**src/rtl/pod_pkg.sv**
```systemverilog
// ============================================================================
// pod_pkg: shared codes of the page ownership directory
// Request function codes and result status codes.
// ============================================================================
package pod_pkg;

  // request function codes
  localparam logic [1:0] FN_READ    = 2'd0;
  localparam logic [1:0] FN_WRITE   = 2'd1;
  localparam logic [1:0] FN_COMMIT  = 2'd2;
  localparam logic [1:0] FN_INVALID = 2'd3;

  // result status codes
  localparam logic [2:0] ST_GRANTED       = 3'd0;
  localparam logic [2:0] ST_LOCAL_HIT     = 3'd1;
  localparam logic [2:0] ST_RETRY         = 3'd2;
  localparam logic [2:0] ST_ALREADY       = 3'd3;
  localparam logic [2:0] ST_BAD           = 3'd4;
  localparam logic [2:0] ST_NOT_PERMITTED = 3'd5;
  localparam logic [2:0] ST_COMMITTED     = 3'd6;

endpackage

```
**src/rtl/page_ownership_directory.sv**
```systemverilog
// ============================================================================
// page_ownership_directory: shared page owner directory
// Acquire-read, acquire-write and commit requests against one owner/busy table.
// ============================================================================
// Usage:
//   A request (func, requester, page) transfers in at a rising edge where
//   start is high and busy is low. busy is low except during reset, so one
//   request can be taken every cycle.
//   The owner/busy entry of the page is read from a RAM at acceptance; in the
//   next cycle the decision is made and the entry is written back. A write
//   that hits the page of the request right behind it is forwarded.
//   done and the result are registered from the stage 1 registers and are
//   taken at the edge where done is high; throughput 1 request per cycle.
//   The receiver cannot stall; every result is taken as it appears.
//   Reset (synchronous) clears the pipeline, the counters and one valid bit
//   per page; a page whose valid bit is clear reads as owned by node
//   page modulo NODE_COUNT and not busy, so no clearing pass is needed.
//   grant_total is the grant counter itself and holds between results.
// ============================================================================
module page_ownership_directory #(
  parameter int NODE_COUNT = 4,
  parameter int PAGE_COUNT = 16
) (
  input  logic        clk,
  input  logic        rst,
  input  logic        start,
  output logic        busy,
  input  logic [1:0]  func,
  input  logic [1:0]  requester,
  input  logic [7:0]  page,
  output logic        done,
  output logic [2:0]  status,
  output logic [1:0]  source_node,
  output logic [1:0]  owner_after,
  output logic [31:0] grant_total,
  output logic [31:0] requester_local_hits
);

  import pod_pkg::*;

  localparam int IDX_W = (PAGE_COUNT > 1) ? $clog2(PAGE_COUNT) : 1;
  localparam int NW    = $clog2(NODE_COUNT);
  localparam int BW    = $clog2(NODE_COUNT + 1);
  localparam int EW    = NW + BW;

  // stage 1 request registers
  logic             s1_valid;
  logic [1:0]       s1_func;
  logic [1:0]       s1_req;
  logic [7:0]       s1_page;

  // table storage
  logic [EW-1:0]    ram_rdata;
  logic [PAGE_COUNT-1:0] valid;
  logic             fwd_hit;
  logic [EW-1:0]    fwd_entry;
  logic [NW-1:0]    reset_owner [PAGE_COUNT];

  // counters
  logic [31:0]      grant_counter;
  logic [31:0]      hit_cnt [NODE_COUNT];

  // decision signals
  logic             accept;
  logic [IDX_W-1:0] idx;
  logic             page_ok;
  logic             req_ok;
  logic [NW-1:0]    req_n;
  logic [BW-1:0]    req_tag;
  logic [NW-1:0]    cur_owner;
  logic [BW-1:0]    cur_busy;
  logic [NW-1:0]    owner_upd;
  logic [BW-1:0]    new_busy;
  logic             tbl_we;
  logic             grant;
  logic             hit_inc;
  logic [2:0]       status_next;
  logic [1:0]       source_next;
  logic [1:0]       owner_after_next;
  logic [31:0]      hit_cur;
  logic [31:0]      hits_next;

  assign busy   = rst;
  assign accept = start && !busy;
  assign grant_total = grant_counter;

  // reset owner of each page
  always_comb begin
    for (int i = 0; i < PAGE_COUNT; i++) begin
      reset_owner[i] = NW'(i % NODE_COUNT);
    end
  end

  // owner/busy table
  pod_ram #(
    .WIDTH (EW),
    .DEPTH (PAGE_COUNT)
  ) u_table (
    .clk   (clk),
    .we    (tbl_we),
    .waddr (idx),
    .wdata ({new_busy, owner_upd}),
    .raddr (page[IDX_W-1:0]),
    .rdata (ram_rdata)
  );

  // request capture
  always_ff @(posedge clk) begin
    if (rst) begin
      s1_valid <= 1'b0;
    end else begin
      s1_valid <= accept;
    end
    if (accept) begin
      s1_func <= func;
      s1_req  <= requester;
      s1_page <= page;
    end
  end

  // field checks and current entry
  always_comb begin
    idx     = s1_page[IDX_W-1:0];
    page_ok = {1'b0, s1_page} < 9'(PAGE_COUNT);
    req_ok  = {3'b000, s1_req} < 5'(NODE_COUNT);
    req_n   = NW'(s1_req);
    req_tag = BW'(s1_req) + BW'(1);
    if (!page_ok) begin
      cur_owner = '0;
      cur_busy  = '0;
    end else if (fwd_hit) begin
      {cur_busy, cur_owner} = fwd_entry;
    end else if (valid[idx]) begin
      {cur_busy, cur_owner} = ram_rdata;
    end else begin
      cur_owner = reset_owner[idx];
      cur_busy  = '0;
    end
    hit_cur = req_ok ? hit_cnt[req_n] : 32'd0;
  end

  // request decision
  always_comb begin
    status_next = ST_BAD;
    source_next = 2'd0;
    owner_upd   = cur_owner;
    new_busy    = cur_busy;
    tbl_we      = 1'b0;
    grant       = 1'b0;
    hit_inc     = 1'b0;
    if (s1_func != FN_INVALID && page_ok && req_ok) begin
      source_next = 2'(cur_owner);
      case (s1_func)
        FN_COMMIT: begin
          if (cur_owner == req_n && cur_busy == req_tag) begin
            new_busy    = '0;
            tbl_we      = s1_valid;
            status_next = ST_COMMITTED;
          end else begin
            status_next = ST_NOT_PERMITTED;
          end
        end
        FN_READ, FN_WRITE: begin
          if (cur_owner == req_n) begin
            if (s1_func == FN_READ) begin
              hit_inc     = 1'b1;
              status_next = ST_LOCAL_HIT;
            end else begin
              status_next = ST_ALREADY;
            end
          end else if (cur_busy != '0) begin
            status_next = ST_RETRY;
          end else begin
            if (s1_func == FN_WRITE) begin
              owner_upd = req_n;
              new_busy  = req_tag;
              tbl_we    = s1_valid;
            end
            grant       = 1'b1;
            status_next = ST_GRANTED;
          end
        end
        default: begin
          status_next = ST_BAD;
        end
      endcase
    end
    owner_after_next = 2'(owner_upd);
    hits_next        = hit_cur + {31'd0, hit_inc};
  end

  // result and counter update
  always_ff @(posedge clk) begin
    if (rst) begin
      done          <= 1'b0;
      grant_counter <= 32'd0;
      valid         <= '0;
      fwd_hit       <= 1'b0;
      for (int n = 0; n < NODE_COUNT; n++) begin
        hit_cnt[n] <= 32'd0;
      end
    end else begin
      done    <= s1_valid;
      fwd_hit <= tbl_we && accept && (page[IDX_W-1:0] == idx);
      if (s1_valid && grant) begin
        grant_counter <= grant_counter + 32'd1;
      end
      if (s1_valid && hit_inc) begin
        hit_cnt[req_n] <= hits_next;
      end
      if (tbl_we) begin
        valid[idx] <= 1'b1;
      end
    end
  end

  // result payload and forwarded entry
  always_ff @(posedge clk) begin
    fwd_entry <= {new_busy, owner_upd};
    if (s1_valid) begin
      status               <= status_next;
      source_node          <= source_next;
      owner_after          <= owner_after_next;
      requester_local_hits <= hits_next;
    end
  end

  // every result comes from an accepted request
  a_done_follows_accept: assert property (@(posedge clk) disable iff (rst)
    done |-> $past(start && !busy, 2))
    else $error("result without an accepted request");

  // a grant bumps the counter by one
  a_grant_counts: assert property (@(posedge clk) disable iff (rst)
    (done && status == ST_GRANTED && !$past(rst)) |->
      grant_total == $past(grant_total) + 32'd1)
    else $error("grant not counted");

  // no other result moves the grant counter
  a_grant_only: assert property (@(posedge clk) disable iff (rst)
    (!(done && status == ST_GRANTED) && !$past(rst)) |-> $stable(grant_total))
    else $error("grant counter moved without a grant");

  // hit or already-owner leaves ownership where it was
  a_owner_kept: assert property (@(posedge clk) disable iff (rst)
    (done && (status == ST_LOCAL_HIT || status == ST_ALREADY)) |->
      source_node == owner_after)
    else $error("ownership changed on a local request");

endmodule

```
**src/rtl/pod_ram.sv**
```systemverilog
// ============================================================================
// pod_ram: generic single-port-write, single-port-read RAM
// One write and one registered read per cycle; read-during-write gives old data.
// ============================================================================
module pod_ram #(
  parameter int WIDTH = 8,
  parameter int DEPTH = 16
) (
  input  logic                                  clk,
  input  logic                                  we,
  input  logic [(DEPTH > 1 ? $clog2(DEPTH) : 1)-1:0] waddr,
  input  logic [WIDTH-1:0]                      wdata,
  input  logic [(DEPTH > 1 ? $clog2(DEPTH) : 1)-1:0] raddr,
  output logic [WIDTH-1:0]                      rdata
);

  logic [WIDTH-1:0] mem [DEPTH];

  // write port
  always_ff @(posedge clk) begin
    if (we) begin
      mem[waddr] <= wdata;
    end
  end

  // registered read port
  always_ff @(posedge clk) begin
    rdata <= mem[raddr];
  end

endmodule
```
**config.mk**
```make
export PLATFORM = sky130hd
export DESIGN_NAME = page_ownership_directory
export DESIGN_NICKNAME = d
export VERILOG_FILES = /design/src/rtl/pod_pkg.sv /design/src/rtl/page_ownership_directory.sv /design/src/rtl/pod_ram.sv
export SDC_FILE = /design/constraint.sdc
export NUM_CORES = 1
export LEC_CHECK = 0
export BUFFER_PORTS_ARGS = -buffer_cell sky130_fd_sc_hd__buf_2
export CAP_MARGIN = 5
export CORE_ASPECT_RATIO = 1.2
export CORE_MARGIN = 5
export CORE_UTILIZATION = 44
export DETAILED_ROUTE_END_ITERATION = 12
export RECOVER_POWER = 50
export SYNTH_ARGS = -nofsm -noshare
export SYNTH_HDL_FRONTEND = slang
export SYNTH_SLANG_ARGS = --single-unit
```
**constraint.sdc**
```tcl
create_clock -name clk -period 5.4 [get_ports clk]
set_clock_uncertainty 0.05 [all_clocks]
set_input_delay 1.08 -clock clk [delete_from_list [all_inputs] [get_ports clk]]
set_output_delay 1.08 -clock clk [all_outputs]
set_load 0.005 [all_outputs]
```
# Word-level counts from Yosys, hierarchy flattened
# Memory sizes are Yosys's and may differ from the RTL's. A register that Yosys moved wholly into a read port is not among the register bits.
# Cells that the tools add are included.
# Widths: inputs -> output; s select.
[op_classes] n_addsub=3 magnitude_cmp=4 eq_ne=6 mux=53 n_bitwise=2 reduce_logical=13
[ops] operator="$add 32x1->32" count=1
[ops] operator="$add 32x1->32 const B" count=1
[ops] operator="$mux 32" count=1
[ops] operator="$reduce_or 32->1" count=1
[ops] operator="$mux 2" count=15
[ops] operator="$mux 3" count=9
[ops] operator="$mux 1" count=23
[ops] operator="$or 16x16->16" count=1
[ops] operator="$pmux 3 s2" count=2
[ops] operator="$logic_and 1x1->1" count=8
[ops] operator="$lt 8x5->1 const B" count=1
[ops] operator="$ge 5x5->1 const B" count=1
[ops] operator="$lt 4x5->1 const B" count=1
[ops] operator="$not 4->5" count=1
[ops] operator="$bmux 1 s4" count=1
[ops] operator="$demux 1 s4" count=1
[ops] operator="$eq 4x4->1" count=1
[ops] operator="$ge 4x1->1 const B" count=1
[ops] operator="$add 2x1->3 const B" count=1
[ops] operator="$eq 3x3->1" count=1
[ops] operator="$reduce_bool 3->1" count=1
[ops] operator="$eq 2x1->1 const B" count=1
[ops] operator="$eq 2x2->1" count=1
[ops] operator="$eq 2x2->1 const B" count=1
[ops] operator="5 further kinds" count=5
[totals] register_bits=107 mem_bits_rw=208 rom_bits=32 input_bits=15 out_inout_bits=73 word_cells=97 memories=3
[memory_table] name="hit_cnt" depth=4 width=32 rd=1 rd_ports_with_merged_regs=1 wr=4 line="page_ownership_directory.sv:61" rtl="logic [31:0] hit_cnt [NODE_COUNT];"
[memory_table] name="u_table.mem" depth=16 width=5 rd=1 rd_ports_with_merged_regs=1 wr=1 line="pod_ram.sv:17" rtl="logic [WIDTH-1:0] mem [DEPTH];"
[memory_table] name="(no name shown)" depth=16 width=2 rd=1 rd_ports_with_merged_regs=0 wr=0 line="page_ownership_directory.sv:136" rtl="cur_owner = reset_owner[idx];"

# Logic depth before layout (Yosys ltp)
[depth] word_depth=17 ltp_mapped=18 ltp_nobuf=16

# Hierarchy
# Synthesis repeated with hierarchy kept, for this count alone.
[hier_totals] hier_cells=1033 area_unflattened_um2=13908.3
[by_module_without_submodules] module="page_ownership_directory" instances=1 cells_per_inst=878 area_each_um2=10695.3 seq_area_each_um2=6536.3
[by_module_without_submodules] module="pod_ram" instances=1 cells_per_inst=155 area_each_um2=3213.1 seq_area_each_um2=2502.4

# Least setup slack after synthesis
# Ideal clock, no wire load.
[synth_timing] path_type="register -> register" start="reg s1_page[1]" end="mem hit_cnt[0][28] (data pin)" setup_ns=0.266 t_arrival_ns=3.620 required_time_ns=5.084 setup_slack_ns=1.465 stages_incl_launch_ff=19 n_path_buf=2 synth_period_minus_slack_ns=3.935 path_cell_list="edfxtp_1 buf_6 buf_6 mux2i_2 a22oi_4 a211oi_1 a311oi_2 a21o_1 nand3_4 nor3_1 ha_1 ha_1 nand3_1 nor3_1 nand2b_1 nor3_1 nand2_1 xor2_1 nor2_1"
[synth_lines] element="start, declared" line="page_ownership_directory.sv:50" rtl="logic [7:0] s1_page;"
[synth_lines] element="start signal, assigned" line="page_ownership_directory.sv:117" rtl="s1_page <= page;"
[synth_lines] element="end, declared" line="page_ownership_directory.sv:61"

==> flow_summary.ini <==
[logic_synthesis]
synth_top_area_share_pct = 55.80
postSynthRegisterBits = 322
number_of_enable_flip_flop_cells_after_synthesis = 259
syn_nets = 1039
post_synth.cell_area_avg_sq_um = 13.68
synth_most_common_cell = sky130_fd_sc_hd__edfxtp_1
synth_ff_type = sky130_fd_sc_hd__edfxtp_1
synth_area_leaders = sky130_fd_sc_hd__edfxtp_1 (56%), sky130_fd_sc_hd__mux4_2 (9.2%), sky130_fd_sc_hd__dfxtp_1 (9.0%)
netlist_top_cells_count = sky130_fd_sc_hd__edfxtp_1 (259), sky130_fd_sc_hd__nor2_1 (169), sky130_fd_sc_hd__dfxtp_1 (63)
synth.yosys.warnings = 0
yosys.area.top_type = sky130_fd_sc_hd__edfxtp_1
synth.lib_cells_used.distinct = 65
synth_async_sr_flop_share_pct = 0
postSynthCellCount = 1019
synth.yosys.seq_area_share_pct = 64.85
synth.cell_area_sq_um = 13940

[floorplan]
pin_count = 88
horizontal_extent_of_the_die_microns = 172.5
design.die.area_sq_um = 35350
initial_utilization_pct = 44.44
fp.dieH_microns = 205.0
rows = 71
floorplan.core_area_sq_um = 31360

[routing]
routed_wl_microns = 31210
avgViaCountPerCell = 5.420
drc_errors = 0
vias = 8423
wl_met2_microns = 16530
detailroute.wirelength.met3_microns = 1194
postRouteAntennaNets = 0
highest_signal_layer = met4
met1Wirelength_microns = 12760
wl_per_cell_microns = 20.08
drt_iter0_drc = 581
drt_first_pass_iters = 5

[grt]
antenna_found_initial = 1
grt_pass1_wl_microns = 48870
globalRoute.totalOverflow = 0
groute.usage.overall_pct = 17.80
grt_max_degree = 58
first_global_vias = 8861

[timing]
fin_crit_share_pct = 89.52
setup-violations-final = 0
grt_setup_unrepaired = false
totalNegativeSetupSlack_ns = 0
fin_ws_ns = 0.5658
timing_hold_violations_final = 0
timing.fmax_ghz = 0.2069
worst_pin_slew_ns = 2.639
maxSlewHeadroom_pct = -75.93
final-max-slew-violation-count = 142
finalCriticalPeriod_ns = 4.834

[power]
power_per_cell_area_nw_per_um2 = 338.3
fin_total_pwr_mw = 5.349
power.static_leakage_nw = 5.488
vdd_drop_max_uv = 247.6

[worst_setup_path]
critPathRequiredTime_ns = 5.59
buffering_stage_count_on_the_worst_path_with_inverters_included = 0
worst_path_dominant_cell_family = simple AND/OR/NAND/NOR gates
critPathMaxFanout = 15
max_incr_delay_on_cp_ns = 0.59
worst_case_register_to_register_setup_slack_ns = 0.57
slowest_cell_on_the_critical_path = sky130_fd_sc_hd__edfxtp_1
crit_arrival_ns = 5.02
worst-setup-path-type = flop to flop
critical_path.cell_chain = nor2b_2, a22oi_1, a211oi_1, a311oi_2, a21o_1, nand3_4, nor3_1, ha_1, and4_1, nand2_1, nor3_1, nand3_1, nor2_1, nand3_1, xor2_1, nor2_1
startpoint_type = flop
crit-reg2reg-launch = s1_page[0]
crit_start = s1_page[0]
endpoint_kind = flop

[finish]
nets = 1146
fillCellCount = 2774
fraction_of_final_layout_cells_with_drive_strength_greater_than_1_pct = 16.06
post-route-util_pct = 50.41
area_delta_synth_final_pct = 13.43

[clock_network]
max-clock-path-buffers = 3
cts.sinks = 322
cts_buffers = 34
cts_htree_levels = 2
cts_hold_buf = 0
later_pin_clock_latency_in_the_skew_report_ns = 0.51
clkTransAtPathRegs_ns = 0.06
clock_tree_from_tritoncts = done
cts-root-buf = sky130_fd_sc_hd__clkbuf_16

[hold_path]
path_category_of_the_worst_min_delay_check = flop to flop
min_from = valid[7]

[placement]
dp_hpwl_microns = 20120
gp_congestion = 0.8541
post-place-ws_ns = 0.3854
port_buffers = 87

[run_status]
run_status = complete, but fails checks
violations = capacitance limit, slew limit

[job]
max_cap_viol_count = 4
worst register-to-register path: cells and delay by family, from the launching register on:
family / cells / cell delay, ns
DFF: 1 / 0.59
xor gates and xnor gates: 1 / 0.36
adders and majority gates: 1 / 0.22
and+or+nand+nor: 10 / 2.30
AOI/OAI and AO/OA: 4 / 1.04
cell type report:
cell class	count	area (sq um)	share of cell area, %
diodes	1	2.502	0.01583
clock buffers	40	937.1	5.928
clock inverters	22	123.9	0.7835
inverters	57	214.0	1.353
multi-input cells	591	4415	27.93
flip-flops and latches	322	9040	57.18
well taps	401	501.7	3.174
repair buffers	120	574.3	3.633
sequential cells by signal, summed over array words and instances (netlist names), 2 cells and up, named ones only:
signal and flops:
fwd_entry 5, grant_total 32, hit_cnt 128, owner_after 2, req_n 2, requester_local_hits 32, s1_func 2, s1_page 8
source_node 2, status 3, u_table.mem 80, u_table.rdata 5, valid 16
repair_timing:
action | in CTS | in global routing
resized for setup | 0 | 2
buffers inserted | 0 | 4
endpoints found under the setup margin | 0 | 10
worst paths after layout:
| path | to | cells after the start |
|---|---|---|
| max | hit_cnt[1][29] | 16 |
| min reg2reg | valid[7] | 2 |
| min | valid[7] | 2 |
| max reg2reg | hit_cnt[1][29] | 16 |
cells in the final DEF, fill, tap and decap left out, types with 3 or more instances in the layout:
cell and n:
sky130_fd_sc_hd__nor2b_1 7, sky130_fd_sc_hd__nor3_1 13, sky130_fd_sc_hd__o31ai_1 3, sky130_fd_sc_hd__nand4_1 24, sky130_fd_sc_hd__nor4_2 3, sky130_fd_sc_hd__mux2i_1 6
sky130_fd_sc_hd__o21ai_0 24, sky130_fd_sc_hd__and2_1 10, sky130_fd_sc_hd__buf_2 25, sky130_fd_sc_hd__clkbuf_16 37, sky130_fd_sc_hd__nand3_1 24, sky130_fd_sc_hd__inv_1 57
sky130_fd_sc_hd__nor2_1 170, sky130_fd_sc_hd__a22o_1 3, sky130_fd_sc_hd__and3_1 14, sky130_fd_sc_hd__nand2b_2 3, sky130_fd_sc_hd__a21o_1 3, sky130_fd_sc_hd__mux4_2 57
sky130_fd_sc_hd__xor2_1 36, sky130_fd_sc_hd__nor3_2 4, sky130_fd_sc_hd__clkbuf_1 72, sky130_fd_sc_hd__edfxtp_1 259, sky130_fd_sc_hd__nand2b_1 10, sky130_fd_sc_hd__or4_1 4
sky130_fd_sc_hd__and4_1 7, sky130_fd_sc_hd__a211oi_1 3, sky130_fd_sc_hd__xnor2_1 15, sky130_fd_sc_hd__dfxtp_1 62, sky130_fd_sc_hd__or3_1 12, sky130_fd_sc_hd__nor4_1 8
sky130_fd_sc_hd__clkinv_2 9, sky130_fd_sc_hd__nand2_1 52, sky130_fd_sc_hd__ha_1 5, sky130_fd_sc_hd__o32ai_1 15, sky130_fd_sc_hd__a21oi_1 16, sky130_fd_sc_hd__clkinv_1 11
sky130_fd_sc_hd__buf_4 24
where the power goes:
group	switching, mW	total, mW	leakage, nW	internal, mW
clock	0.932	2.22	0.526	1.29
combinational	0.217	0.351	1.87	0.134
sequential	0.0395	2.78	3.09	2.74
stage by stage:
stage | hold slack [ns] | std cells | cell area (sq um)
6_report | 0.4118 | 1554 | 15810
3_5_place_dp | 0.4043 | 1487 | 14860
3_3_place_gp | 0.4029 | 1487 | 14860
2_1_floorplan | 0.3771 | 1019 | 13940
4_1_cts | 0.4135 | 1549 | 15920
5_1_grt | 0.4358 | 1554 | 15810
logic make-up (layout without fill, tap and decap cells):
logic type / count (synthesis) / after routing / synth area share (%)
AO/OA/AOI/OAI: 93 / 93 / 4.992
multiplexers: 67 / 67 / 10.03
buffers and inverters: 106 / 239 / 3.277
flip-flops: 322 / 322 / 64.85
other: 0 / 1 / 0
adder cells (fa/ha/maj): 5 / 5 / 0.4489
XOR/XNOR: 51 / 51 / 3.205
AND/OR/NAND/NOR: 375 / 375 / 13.20
routing by layer:
layer  up-vias  global-route usage, %
met1      4201                  22.68
met2       168                  31.18
li1       4000                      -
met3        54                  2.567
met4         0                  5.729
met5         -                      0
Note: power is estimated with default switching activity, not from simulation.
